`config.mk`:
```
export PLATFORM = sky130hd
export DESIGN_NAME = ksw_seq
export DESIGN_NICKNAME = d
export VERILOG_FILES = /design/src/design/ksw_pkg.sv /design/src/design/ksw_seq.sv
export VERILOG_INCLUDE_DIRS = /design/src /design/src/design
export SDC_FILE = /design/constraint.sdc
export NUM_CORES = 1
export LEC_CHECK = 0
export BUFFER_PORTS_ARGS = -buffer_cell sky130_fd_sc_hd__buf_2
export CAP_MARGIN = 20
export CORE_MARGIN = 5
export CORE_UTILIZATION = 55
export DETAILED_ROUTE_END_ITERATION = 10
export GPL_TIMING_DRIVEN = 0
export PLACE_DENSITY = 0.8
export SLEW_MARGIN = 40
export SYNTH_ARGS = -nofsm -noshare
export SYNTH_HDL_FRONTEND = slang
export SYNTH_SLANG_ARGS = --single-unit
```
`constraint.sdc`:
```
create_clock -name clk -period 6.5 [get_ports clk]
set_clock_uncertainty 0.2 [all_clocks]
set_input_delay 0.65 -clock clk [delete_from_list [all_inputs] [get_ports clk]]
set_output_delay 0.65 -clock clk [all_outputs]
set_load 0.03 [all_outputs]
```
`src/design/k_step_max_walk_search_assert.svh`:
```
// Assertion macros for the walk search RTL.
`ifndef K_STEP_MAX_WALK_SEARCH_ASSERT_SVH
`define K_STEP_MAX_WALK_SEARCH_ASSERT_SVH

// Same-cycle implication, sampled on clk, off while arst_n is low.
`define KSW_ASSERT(label, ante, cons, msg) \
	label: assert property (@(posedge clk) disable iff (!arst_n) (ante) |-> (cons)) \
		else $error(msg);

// Next-cycle implication, sampled on clk, off while arst_n is low.
`define KSW_ASSERT_NEXT(label, ante, cons, msg) \
	label: assert property (@(posedge clk) disable iff (!arst_n) (ante) |=> (cons)) \
		else $error(msg);

`endif

```
`src/design/ksw_pkg.sv`:
```
// Types and constants shared by the walk search block.
`timescale 1ns / 1ps

package ksw_pkg;

	localparam int SRC_W      = 10;
	localparam int PTS_W      = 31;
	localparam int TARGET_W   = 48;
	localparam int STEPS_W    = 13;
	localparam int VCOUNT_W   = 11;
	localparam int CFG_IDX_W  = 2;
	localparam int CFG_DATA_W = 48;

	localparam logic [CFG_IDX_W-1:0] REG_TARGET = 2'd0;
	localparam logic [CFG_IDX_W-1:0] REG_STEPS  = 2'd1;
	localparam logic [CFG_IDX_W-1:0] REG_VCOUNT = 2'd2;

	localparam logic [TARGET_W-1:0] TARGET_RST = 48'd1;
	localparam logic [STEPS_W-1:0]  STEPS_RST  = 13'd1;
	localparam logic [VCOUNT_W-1:0] VCOUNT_RST = 11'd1;

	typedef struct packed {
		logic [SRC_W-1:0] src;
		logic [SRC_W-1:0] dst;
		logic [PTS_W-1:0] pts;
	} ksw_edge_t;

	typedef enum logic [3:0] {
		ST_IDLE,
		ST_CLR,
		ST_LAYER,
		ST_EDGE_A,
		ST_EDGE_B,
		ST_CHK,
		ST_FIX_RD,
		ST_FIX_WR,
		ST_RES
	} ksw_state_t;

	typedef struct packed {
		logic clr;
		logic layer_start;
		logic edge_a;
		logic edge_b;
		logic fix_rd;
		logic fix_wr;
		logic bank;
	} ksw_dp_ctl_t;

	typedef struct packed {
		logic has0;
		logic hit;
	} ksw_dp_sts_t;

	typedef struct packed {
		logic               load;
		logic               reachable;
		logic [STEPS_W-1:0] min_steps;
	} ksw_res_t;

endpackage

```
`src/design/ksw_seq.sv`:
```
// Search sequencer: sweeps, edge passes per layer and result decision.
`timescale 1ns / 1ps
`include "k_step_max_walk_search_assert.svh"

module ksw_seq
	import ksw_pkg::*;
#(
	parameter int MAX_VERTICES = 1024,
	parameter int MAX_EDGES    = 4096,
	parameter int MAX_STEPS    = 4096
) (
	input  logic                                                clk,
	input  logic                                                arst_n,
	input  logic                                                start,
	input  logic [$clog2(MAX_EDGES+1)-1:0]                      total,
	input  logic [VCOUNT_W-1:0]                                 vertex_count,
	input  logic [STEPS_W-1:0]                                  max_steps,
	input  logic                                                res_free,
	input  ksw_dp_sts_t                                         sts,
	output ksw_dp_ctl_t                                         ctl,
	output logic [$clog2(MAX_VERTICES+1)-1:0]                   nv,
	output logic [$clog2(MAX_VERTICES)-1:0]                     sweep_v,
	output logic [((MAX_EDGES > 1) ? $clog2(MAX_EDGES) : 1)-1:0] edge_ra,
	output logic                                                idle,
	output ksw_res_t                                            res
);

	localparam int VW     = $clog2(MAX_VERTICES + 1);
	localparam int VA     = $clog2(MAX_VERTICES);
	localparam int EW     = $clog2(MAX_EDGES + 1);
	localparam int EA     = (MAX_EDGES > 1) ? $clog2(MAX_EDGES) : 1;
	localparam int SW     = $clog2(MAX_STEPS + 1);
	localparam int VCMP_W = (VW > VCOUNT_W) ? VW : VCOUNT_W;
	localparam int SCMP_W = (SW > STEPS_W) ? SW : STEPS_W;

	ksw_state_t         state_q;
	ksw_state_t         state_d;
	logic [VW-1:0]      v_q;
	logic [VW-1:0]      v_d;
	logic [EW-1:0]      e_q;
	logic [EW-1:0]      e_d;
	logic [SW-1:0]      j_q;
	logic [SW-1:0]      j_d;
	logic [VW-1:0]      nv_q;
	logic [VW-1:0]      nv_d;
	logic [SW-1:0]      steps_q;
	logic [SW-1:0]      steps_d;
	logic               bank_q;
	logic               bank_d;
	logic               reach_q;
	logic               reach_d;
	logic [STEPS_W-1:0] min_q;
	logic [STEPS_W-1:0] min_d;
	logic               res_load;

	logic [VCMP_W-1:0]  vc_ext;
	logic [VW-1:0]      nv_clamp;
	logic [SCMP_W-1:0]  ms_ext;
	logic [SW-1:0]      steps_clamp;
	logic [VW-1:0]      v_nxt;
	logic               v_last;
	logic [EW-1:0]      e_nxt;

	// Zero vertices act as one, and both limits saturate at the build maximum.
	assign vc_ext   = VCMP_W'(vertex_count);
	assign nv_clamp = (vc_ext == '0) ? VW'(1) :
		(vc_ext > VCMP_W'(MAX_VERTICES)) ? VW'(MAX_VERTICES) : vc_ext[VW-1:0];
	assign ms_ext      = SCMP_W'(max_steps);
	assign steps_clamp = (ms_ext > SCMP_W'(MAX_STEPS)) ? SW'(MAX_STEPS) : ms_ext[SW-1:0];

	assign v_nxt  = v_q + VW'(1);
	assign v_last = (v_nxt == nv_q);
	assign e_nxt  = e_q + EW'(1);

	always_ff @(posedge clk or negedge arst_n) begin
		if (!arst_n) begin
			state_q <= ST_IDLE;
			v_q     <= '0;
			e_q     <= '0;
			j_q     <= '0;
			nv_q    <= VW'(1);
			steps_q <= '0;
			bank_q  <= 1'b0;
			reach_q <= 1'b0;
			min_q   <= '0;
		end else begin
			state_q <= state_d;
			v_q     <= v_d;
			e_q     <= e_d;
			j_q     <= j_d;
			nv_q    <= nv_d;
			steps_q <= steps_d;
			bank_q  <= bank_d;
			reach_q <= reach_d;
			min_q   <= min_d;
		end
	end

	always_comb begin
		state_d  = state_q;
		v_d      = v_q;
		e_d      = e_q;
		j_d      = j_q;
		nv_d     = nv_q;
		steps_d  = steps_q;
		bank_d   = bank_q;
		reach_d  = reach_q;
		min_d    = min_q;
		res_load = 1'b0;
		ctl      = '0;
		ctl.bank = bank_q;
		case (state_q)
			ST_IDLE: begin
				if (start) begin
					nv_d    = nv_clamp;
					steps_d = steps_clamp;
					v_d     = '0;
					e_d     = '0;
					bank_d  = 1'b0;
					state_d = ST_CLR;
				end
			end
			ST_CLR: begin
				ctl.clr = 1'b1;
				if (v_last) begin
					if (steps_q == '0) begin
						reach_d = 1'b0;
						min_d   = '0;
						state_d = ST_RES;
					end else begin
						j_d     = SW'(1);
						e_d     = '0;
						state_d = ST_LAYER;
					end
				end else begin
					v_d = v_nxt;
				end
			end
			ST_LAYER: begin
				ctl.layer_start = 1'b1;
				state_d         = ST_EDGE_A;
			end
			ST_EDGE_A: begin
				ctl.edge_a = 1'b1;
				state_d    = ST_EDGE_B;
			end
			ST_EDGE_B: begin
				ctl.edge_b = 1'b1;
				if (e_nxt == total) begin
					state_d = ST_CHK;
				end else begin
					e_d     = e_nxt;
					state_d = ST_EDGE_A;
				end
			end
			ST_CHK: begin
				if (!sts.has0) begin
					reach_d = 1'b0;
					min_d   = '0;
					state_d = ST_RES;
				end else if (sts.hit) begin
					reach_d = 1'b1;
					min_d   = STEPS_W'(j_q);
					state_d = ST_RES;
				end else if (j_q == steps_q) begin
					reach_d = 1'b0;
					min_d   = '0;
					state_d = ST_RES;
				end else begin
					v_d     = '0;
					state_d = ST_FIX_RD;
				end
			end
			ST_FIX_RD: begin
				ctl.fix_rd = 1'b1;
				state_d    = ST_FIX_WR;
			end
			ST_FIX_WR: begin
				ctl.fix_wr = 1'b1;
				if (v_last) begin
					j_d     = j_q + SW'(1);
					bank_d  = !bank_q;
					e_d     = '0;
					state_d = ST_LAYER;
				end else begin
					v_d     = v_nxt;
					state_d = ST_FIX_RD;
				end
			end
			ST_RES: begin
				if (res_free) begin
					res_load = 1'b1;
					state_d  = ST_IDLE;
				end
			end
			default: begin
				state_d = ST_IDLE;
			end
		endcase
	end

	// Fetch the next edge while the current one updates its score.
	assign edge_ra = (state_q == ST_EDGE_B) ? e_nxt[EA-1:0] : e_q[EA-1:0];
	assign sweep_v = v_q[VA-1:0];
	assign nv      = nv_q;
	assign idle    = (state_q == ST_IDLE);

	assign res.load      = res_load;
	assign res.reachable = reach_q;
	assign res.min_steps = min_q;

	`KSW_ASSERT_NEXT(a_start_leaves_idle, (state_q == ST_IDLE) && start, state_q == ST_CLR, "search start did not begin the clearing sweep")
	`KSW_ASSERT(a_sweep_in_range, (state_q == ST_CLR) || (state_q == ST_FIX_RD) || (state_q == ST_FIX_WR), v_q < nv_q, "vertex sweep ran past the vertex count")
	`KSW_ASSERT(a_edge_in_range, (state_q == ST_EDGE_A) || (state_q == ST_EDGE_B), e_q < total, "edge pass ran past the stored edges")
	`KSW_ASSERT(a_layer_in_range, state_q == ST_EDGE_A, (j_q > 0) && (j_q <= steps_q), "layer number outside one to the step limit")

endmodule

```
==> out/results.ini, run 1 <==
[synth]
synth_top_area_share_pct = 39.3
synthFlopType = dfrtp_1
ys_seq_area_share_pct = 39.8
synthTopCellsByArea = dfrtp_1 39%, xnor2_1 6.4%, a22o_1 5.1%
synth_nets = 615
synth_enable_flop_cells = 0
syn_area_mm2 = 0.00503
yosysTopAreaCell = dfrtp_1
synth_area_per_cell_um2 = 8.85
synthCells = 568
yosysUniqueCellTypes = 57
async_flop_share_pct = 100
yosysWarningCount = 0
ys_seq_elements = 80

[die]
die-area_mm2 = 0.0112
std_cell_rows = 34
die_width_um = 106
die_h_um = 106
ios = 99
start_util_pct = 57.1
core_mm2 = 0.00881

[worst_setup_path]
cp_num_buf_inv = 2
crit_slowest_cell = a2111oi_1
cp.depth = 9
startpoint = v_q[1]
critPathKind = reg2reg
worstPathCellList = ha_1 -> xnor2_1 -> o211ai_1 -> or4_1 -> or4_1 -> buf_2 -> a2111oi_1 -> clkbuf_1 -> a31oi_1
reg2reg_from = v_q[1]
cp.required_ps = 6510
crit_fanout = 10
arrival_ps = 3940
cp_top_family = simple AND/OR/NAND/NOR gates
cp_slowest_stage_delay_ps = 650
r2r_end = e_q[7]
rr_worst_depth = 9
crit_path_end = e_q[7]
crit_top_cell = or4_1
cp-end-kind = flop
reg2reg_slack_ps = 2570
worstSetupStartpointType = flop

[routing]
drt_wl_total_um = 14000
vias = 4910
antenna_left = 0
via_per_inst = 6.21
wl_per_cell_um = 17.7
firstDrtPassIters = 6
drc = 0
drt_iter0_drc = 348

[final_layout]
seq_area_mm2 = 0.00200
fillers = 765
multi_input_area_mm2 = 0.00269
antenna_cells_inserted = 0
final_cell_mix = 101 x buf_2, 79 x dfrtp_1, 47 x o21ai_0
fin_nets = 725
final_common_cell = buf_2
drive_gt1_share_pct = 21.1
area_growth_pct = 17.4

[placed_design]
pre_cts_slack_ps = 2500
io_buffers = 97
hpwl_um = 10300
place_congestion = 0.922

[timing]
fin_ws_ps = 2570
period_share_pct = 60.5
tns_ps = 0
finalHoldViolations = 0
rsz0062_at_grt = no
slew-limit-headroom_pct = 52.8
setup_viol = 0
maxSlewViolCount = 0
fmax_mhz = 254
period_minus_slack_ps = 3930
worst_pin_slew_ps = 706

[global_routing]
gr-usage-all-layers_pct = 25.1
antenna_found_initial = 0
grt-ovfl-total = 0
grt_pass1_wl_um = 23000
first_global_vias = 4692
grt_max_degree = 44

[clocking]
tritoncts = done
postCtsResizedCells = 0
cts-buffers-inserted = 9
cts.sinks = 80
insertion_delay_ps = 350
cts_root_buffer = clkbuf_8
cts_max_level = 3
clk_pin_slew_ps = 80
clockBufferDepth = 2

[worst_hold_path]
hold_path_class = reg2reg

[power_and_ir_drop]
leakage_uw = 0.00273
pwr_density_cell_mw_per_mm2 = 401
irDropWorstVdd_mv = 0.237
p_total_uw = 2370

[job]
max_cap_viol_count = 0

[status]
status = finished clean

worst reg2reg max path: cells and delay by family (launching register included):
family	cells	cell delay, ps
flops	1	460
compound gates	3	940
xor+xnor	1	170
buf+inv	2	680
fa+ha+maj	1	340
simple gates	2	1020
Yosys cell counts, types with 4 or more instances:
| library cell | n |
|---|---|
| nand4_1 | 11 |
| buf_4 | 14 |
| o31a_1 | 5 |
| o31ai_1 | 6 |
| o21ai_0 | 47 |
| clkbuf_1 | 33 |
| nand2_1 | 37 |
| nor4_1 | 12 |
| nor2_1 | 39 |
| and3_1 | 10 |
| xor2_1 | 17 |
| buf_2 | 5 |
| nand2b_1 | 14 |
| inv_1 | 15 |
| or4_1 | 4 |
| a21oi_1 | 14 |
| nand3_1 | 20 |
| a22o_1 | 29 |
| a21o_1 | 10 |
| dfrtp_1 | 79 |
| a31oi_1 | 36 |
| xnor2_1 | 37 |
| ha_1 | 4 |
| nor3_1 | 12 |
through the flow:
step | instance area [um2] | hold slack (ps) | cells | util [%]
floorplan | 5030 | 154 | 568 | -
global placement | 5650 | 267 | 773 | 64.2
detailed placement | 5680 | 285 | 774 | 64.5
CTS | 5900 | 285 | 791 | 67.0
global route | 5900 | 291 | 791 | 67.0
finish | 5900 | 300 | 791 | 67.0
report_power, final:
group	total, uW	switching, uW	internal, uW
Combinational	1180	736	447
Clock	406	189	217
Sequential	777	153	624
metal layers:
| layer | GRT usage, % | share of wire [%] | vias up |
|---|---|---|---|
| met5 | 0 | 0 | - |
| met1 | 35.3 | 44 | 2317 |
| met3 | 4.28 | 7.6 | 31 |
| li1 | - | - | 2309 |
| met4 | 8.14 | 2.3 | 0 |
| met2 | 39.6 | 46 | 253 |
flip-flops by register name, summed over array words and instances (netlist names):
signal,flops
j_q,13
e_q,13
steps_q,13
min_q,13
v_q,11
reach_q,1
bank_q,1
nv,11
state_q,4
worst min path at each step:
stage,start,depth (start not counted),end,slack [ps]
2_1_floorplan,arst_n,0,bank_q,150
3_3_place_gp,reach_q,1,reach_q,270
3_5_place_dp,min_q[8],1,min_q[8],280
4_1_cts,res_free,2,state_q[3],280
5_1_grt,res_free,2,state_q[3],290
6_report,min_q[8],1,min_q[8],300
what timing repair did:
item,4_1_cts,5_1_grt
endpoints found under the setup margin,0,0
hold buffers,1,0
buffers inserted,0,0
endpoints found under the hold margin,37,0
cell families (layout without fill, tap and decap cells):
logic type / after synthesis / count (layout) / synth area share [%]
adders and majority gates: 4 / 4 / 0.995
DFF: 80 / 80 / 39.8
and+or+nand+nor: 177 / 177 / 17.9
buffers and inverters: 70 / 185 / 6.69
AOI/OAI and AO/OA: 180 / 180 / 24.5
muxes: 3 / 3 / 0.672
xor gates and xnor gates: 54 / 54 / 9.41
area by class of cell:
type                       instances  share of cell area, %
buffer                            55                   4.75
clock buffer                      11                   2.23
tap                              108                   2.29
timing repair buffer              99                   8.84
sequential                        80                   33.9
inverter                          15                  0.954
clock inverter                     5                   1.38
multi-input combinational        418                   45.6
(Power assumes the default switching activity.)
==> run 2, diff against run 1 <==
==> constraint.sdc (replaced) <==
create_clock -name clk -period 3.82 [get_ports clk]
set_clock_uncertainty 0.2 [all_clocks]
set_input_delay 0.382 -clock clk [delete_from_list [all_inputs] [get_ports clk]]
set_output_delay 0.382 -clock clk [all_outputs]
set_load 0.03 [all_outputs]
==> run 2 against run 1 <==
Effect of this change:
- via count rose by 0.35%
- setup slack worse by 2500 ps
- non-clock buffer count grew 2
- largest power group unchanged
- clock power rose by 70%
- critical endpoint is now j_q[8]
==> out/results.ini, run 2 (synthesis results as in run 1) <==
[status]
status = finished clean

[power_and_ir_drop]
p_switching_uw = 1850
p_total_uw = 4070
pwr_density_cell_mw_per_mm2 = 684
leakage_uw = 0.00275
irDropWorstVdd_mv = 0.406
p_int_uw = 2220
p_clk_share_pct = 17.0
seqPwrFrac_pct = 32.5
p_sw_share_pct = 45.5
power_frac_comb_pct = 50.5

[routing]
firstDrtPassIters = 6
drt_wl_total_um = 14100
antenna_left = 0
vias = 4927
wl_per_cell_um = 17.8
drt_iter0_drc = 404
drc = 0
via_per_inst = 6.21

[worst_setup_path]
crit_top_cell = or4_1
reg2reg_slack_ps = 80
cp.required_ps = 3880
arrival_ps = 3800
cp-end-kind = flop
crit_fanout = 10
cp_top_family = simple AND/OR/NAND/NOR gates
rr_worst_depth = 11
worstSetupStartpointType = flop
crit_slowest_cell = or4_1
r2r_end = j_q[8]
cp_slowest_stage_delay_ps = 520
cp_num_buf_inv = 3
critPathKind = reg2reg
reg2reg_from = v_q[0]
worstPathCellList = ha_4 -> xnor2_1 -> o211ai_1 -> or4_1 -> or4_1 -> buf_4 -> or4_1 -> buf_4 -> or2_1 -> buf_6 -> o31ai_1

[timing]
slew-limit-headroom_pct = 53.5
fmax_mhz = 268
period_share_pct = 97.9
setup_viol = 0
finalHoldViolations = 0
maxSlewViolCount = 0
hold_slack_ps = 33.9
period_minus_slack_ps = 3740
worst_pin_slew_ps = 695

[final_layout]
drive_gt1_share_pct = 22.2
final_cell_mix = 99 x buf_2, 78 x dfrtp_1, 45 x o21ai_0
fin_nets = 727
design_area_mm2 = 0.00595
area_growth_pct = 18.4
final_common_cell = buf_2
antenna_cells_inserted = 0

[global_routing]
antenna_found_initial = 0
grt-ovfl-total = 0
gr-usage-all-layers_pct = 25.1
grt_pass1_wl_um = 23000
first_global_vias = 4692
grt_max_degree = 44

[die]
die_width_um = 106
start_util_pct = 57.1
die-area_mm2 = 0.0112
core_mm2 = 0.00881
std_cell_rows = 34
die_h_um = 106
ios = 99

[worst_hold_path]
hold_path_class = in2reg
hold_path_startpoint = res_free
hold_path_depth = 2
min_to = state_q[3]

[clocking]
cts.sinks = 80
clockBufferDepth = 2
insertion_delay_ps = 350
tritoncts = done
cts_max_level = 3
cts_root_buffer = clkbuf_8
cts-buffers-inserted = 9
clk_pin_slew_ps = 80

[placed_design]
hpwl_um = 10300
io_buffers = 97
dpl-instance-area_mm2 = 0.00568
place_congestion = 0.922

[job]
max_cap_viol_count = 0

## run 2: power groups by stage
| stage | Combinational [uW] | Clock [uW] | Sequential [uW] |
|---|---|---|---|
| 2_1_floorplan | 1370 | 0 | 1370 |
| 3_3_place_gp | 1920 | 0 | 1320 |
| 3_5_place_dp | 1990 | 0 | 1330 |
| 4_1_cts | 2010 | 706 | 1310 |
| 5_1_grt | 2230 | 738 | 1350 |
| 6_report | 2060 | 691 | 1320 |
## run 2: what timing repair did
action / 4_1_cts / 5_1_grt
resized for setup: 3 / 11
hold endpoints to repair: 37 / 0
setup endpoints to repair: 16 / 19
setup buffers: 1 / 1
hold buffers: 1 / 0
## run 2: layout make-up
type                            instances  area [um2]
Sequential cell                        80        2000
Timing Repair Buffer                  101         537
Clock inverter                          5        81.3
Buffer                                 55         287
Inverter                               15        56.3
Clock buffer                           11         131
Tap cell                              108         135
Multi-Input combinational cell        418        2720
Fill cell                             754        2850
## run 2: routing by layer
layer  share of wire [%]  track usage, %  vias to the layer above
li1                    -               -                     2314
met4                 2.3            8.14                        0
met1                  44            35.3                     2339
met3                 7.5            4.28                       26
met2                  46            39.6                      248
met5                   0               0                        -
## run 2: stage by stage
step / cells / utilization [%] / setup WS, ps / setup TNS (ps)
finish: 793 / 67.6 / 81.8 / 0
global placement: 773 / 64.2 / -135 / -1010
global route: 793 / 67.6 / -14.3 / -57.1
CTS: 792 / 67.1 / 10.1 / 0
floorplan: 568 / - / 258 / 0
detailed placement: 774 / 64.5 / -176 / -1940
## run 2: worst reg2reg max path, cell delays in order, from the launching register on
cell and delay [ps]:
dfrtp_1 430, ha_4 260, xnor2_1 150, o211ai_1 120, or4_1 520, or4_1 510
buf_4 180, or4_1 500, buf_4 180, or2_1 240, buf_6 160, o31ai_1 220
## run 2: worst max-delay path by stage
stage / start / endpoint / slack (ps) / cells past startpoint
final: v_q[0] / j_q[8] / 80 / 11
after global routing: v_q[0] / j_q[8] / -10 / 11
after CTS: v_q[0] / j_q[6] / 10 / 11
after detailed placement: v_q[1] / e_q[11] / -180 / 9
after global placement: v_q[1] / e_q[0] / -130 / 9
after floorplan: v_q[1] / j_q[12] / 260 / 11
==> run 3, diff against run 2 <==
--- a/config.mk
+++ b/config.mk
@@ -8,7 +8,7 @@
 export LEC_CHECK = 0
 export BUFFER_PORTS_ARGS = -buffer_cell sky130_fd_sc_hd__buf_2
 export CAP_MARGIN = 20
-export CORE_MARGIN = 5
+export CORE_MARGIN = 4
 export CORE_UTILIZATION = 55
 export DETAILED_ROUTE_END_ITERATION = 10
 export GPL_TIMING_DRIVEN = 0
==> run 3 against run 2 <==
Effect of this change:
- critical path depth did not move
- sequential share of layout area down 0.29 points
- critical path type unchanged
- wire length hardly changed
- sequential power barely moved
==> out/results.ini, run 3 (synthesis results as in run 1) <==
[status]
status = finished clean

[timing]
worst_pin_slew_ps = 871
finalHoldViolations = 0
fin_ws_ps = 61.3
slew-limit-headroom_pct = 41.9
hold_slack_ps = 28.5
period_minus_slack_ps = 3760
maxSlewViolCount = 0
fmax_mhz = 266
tns_ps = 0
setup_viol = 0
period_share_pct = 98.4

[worst_setup_path]
cp-end-kind = flop
arrival_ps = 3830
cp.required_ps = 3890
cp_slowest_stage_delay_ps = 530
crit_fanout = 10
worstSetupStartpointType = flop
crit_top_cell = buf_6
critPathKind = reg2reg
crit_slowest_cell = or4_4
worstPathCellList = ha_4 -> xnor2_2 -> o211ai_1 -> or4_1 -> or4_4 -> buf_6 -> or4_1 -> buf_6 -> or2_4 -> buf_6 -> o31ai_1

[clocking]
clockBufferDepth = 2
cts_root_buffer = clkbuf_8
cts.sinks = 80
clk_pin_slew_ps = 90
tritoncts = done
insertion_delay_ps = 360
cts_max_level = 3
cts-buffers-inserted = 9

[routing]
antenna_left = 0
drc = 0
drt-met1-wl_um = 6190
wl_per_cell_um = 17.8
drt_wl_total_um = 14100
via_per_inst = 6.33
met3_length_um = 1030
vias = 5017
wl_met2_um = 6430
drt_iter0_drc = 351
highest_layer = met4
firstDrtPassIters = 5

[placed_design]
io_buffers = 97
dpl-instance-area_mm2 = 0.00568
pre_cts_slack_ps = -179
hpwl_um = 10300
place_congestion = 0.925

[job]
max_cap_viol_count = 0

[final_layout]
antenna_cells_inserted = 0
post-route-util_pct = 68.2
final_common_cell = buf_2
seq_area_mm2 = 0.00200
fin_nets = 727
area_growth_pct = 19.4
multi_input_area_mm2 = 0.00276
fillers = 757
design_area_mm2 = 0.00601
final_cell_mix = 99 x buf_2, 78 x dfrtp_1, 44 x o21ai_0
drive_gt1_share_pct = 23.5

[global_routing]
antenna_found_initial = 0
grt_pass1_wl_um = 23500
gr-usage-all-layers_pct = 25.7
grt_max_degree = 45
first_global_vias = 4714
grt-ovfl-total = 0

[die]
ios = 99
die_width_um = 104
start_util_pct = 57.1
std_cell_rows = 34
die-area_mm2 = 0.0107
core_mm2 = 0.00881
die_h_um = 104

[power_and_ir_drop]
leakage_uw = 0.00278
irDropWorstVdd_mv = 0.433
pwr_density_cell_mw_per_mm2 = 681

[worst_hold_path]
hold_path_class = in2reg

==> run 3: changes by cell type in the layout (fill, tap and decap cells not counted), sizes merged <==
cell and change:
bufinv -1, inv +4, clkbuf -1, clkinv -1
clkinvlp -1
==> run 3: worst max-delay path: cells and delay by family, from the launching register on <==
family,cells,cell delay [ps]
compound gates,2,350
xor+xnor,1,160
fa+ha+maj,1,270
buf+inv,3,460
flops,1,430
simple gates,4,1810
==> run 3: path summary, 6_finish.rpt <==
path	start	end	slack [ps]	cells after the start
worst max-delay path	v_q[0]	j_q[6]	60	11
worst min-delay path	res_free	state_q[3]	30	2
worst min register to register	reach_q	reach_q	300	1
min in group asynchronous	arst_n	steps_q[11]	280	2
worst max register to register	v_q[0]	j_q[6]	60	11
max in group asynchronous	arst_n	nv[0]	2540	3
==> run 3: power breakdown <==
| part | switching, uW | internal (uW) |
|---|---|---|
| clock network | 355 | 331 |
| registers | 263 | 1060 |
| logic | 1270 | 806 |
| total | 1890 | 2200 |
==> run 3: repair_timing <==
| action | CTS | global route |
|---|---|---|
| buffers inserted | 1 | 1 |
| pin swaps | 1 | 1 |
| resized for setup | 2 | 25 |
| cloned | 0 | 0 |
| hold endpoints to repair | 36 | 0 |
| setup endpoints to repair | 19 | 28 |
| hold buffers | 1 | 0 |
==> run 3: area by class of cell <==
class,count,share of cell area [%]
clock inverters,6,1.21
flip-flops and latches,80,33.4
well taps,108,2.25
plain buffers,55,4.92
repair buffers,101,9.06
inverters,15,0.938
multi-input cells,418,46.0
clock buffers,10,2.29
==> run 3: through the flow <==
| stage | cells | power (uW) |
|---|---|---|
| after floorplan | 568 | 2750 |
| after global placement | 773 | 3240 |
| after detailed placement | 774 | 3310 |
| after CTS | 792 | 4010 |
| after global routing | 793 | 4340 |
| final | 793 | 4090 |
==> run 3: routing by layer <==
metal  up-vias  GRT usage (%)
met2       253           39.4
met1      2411           37.1
li1       2307              -
met4         0           10.2
met5         -              0
met3        46           3.48
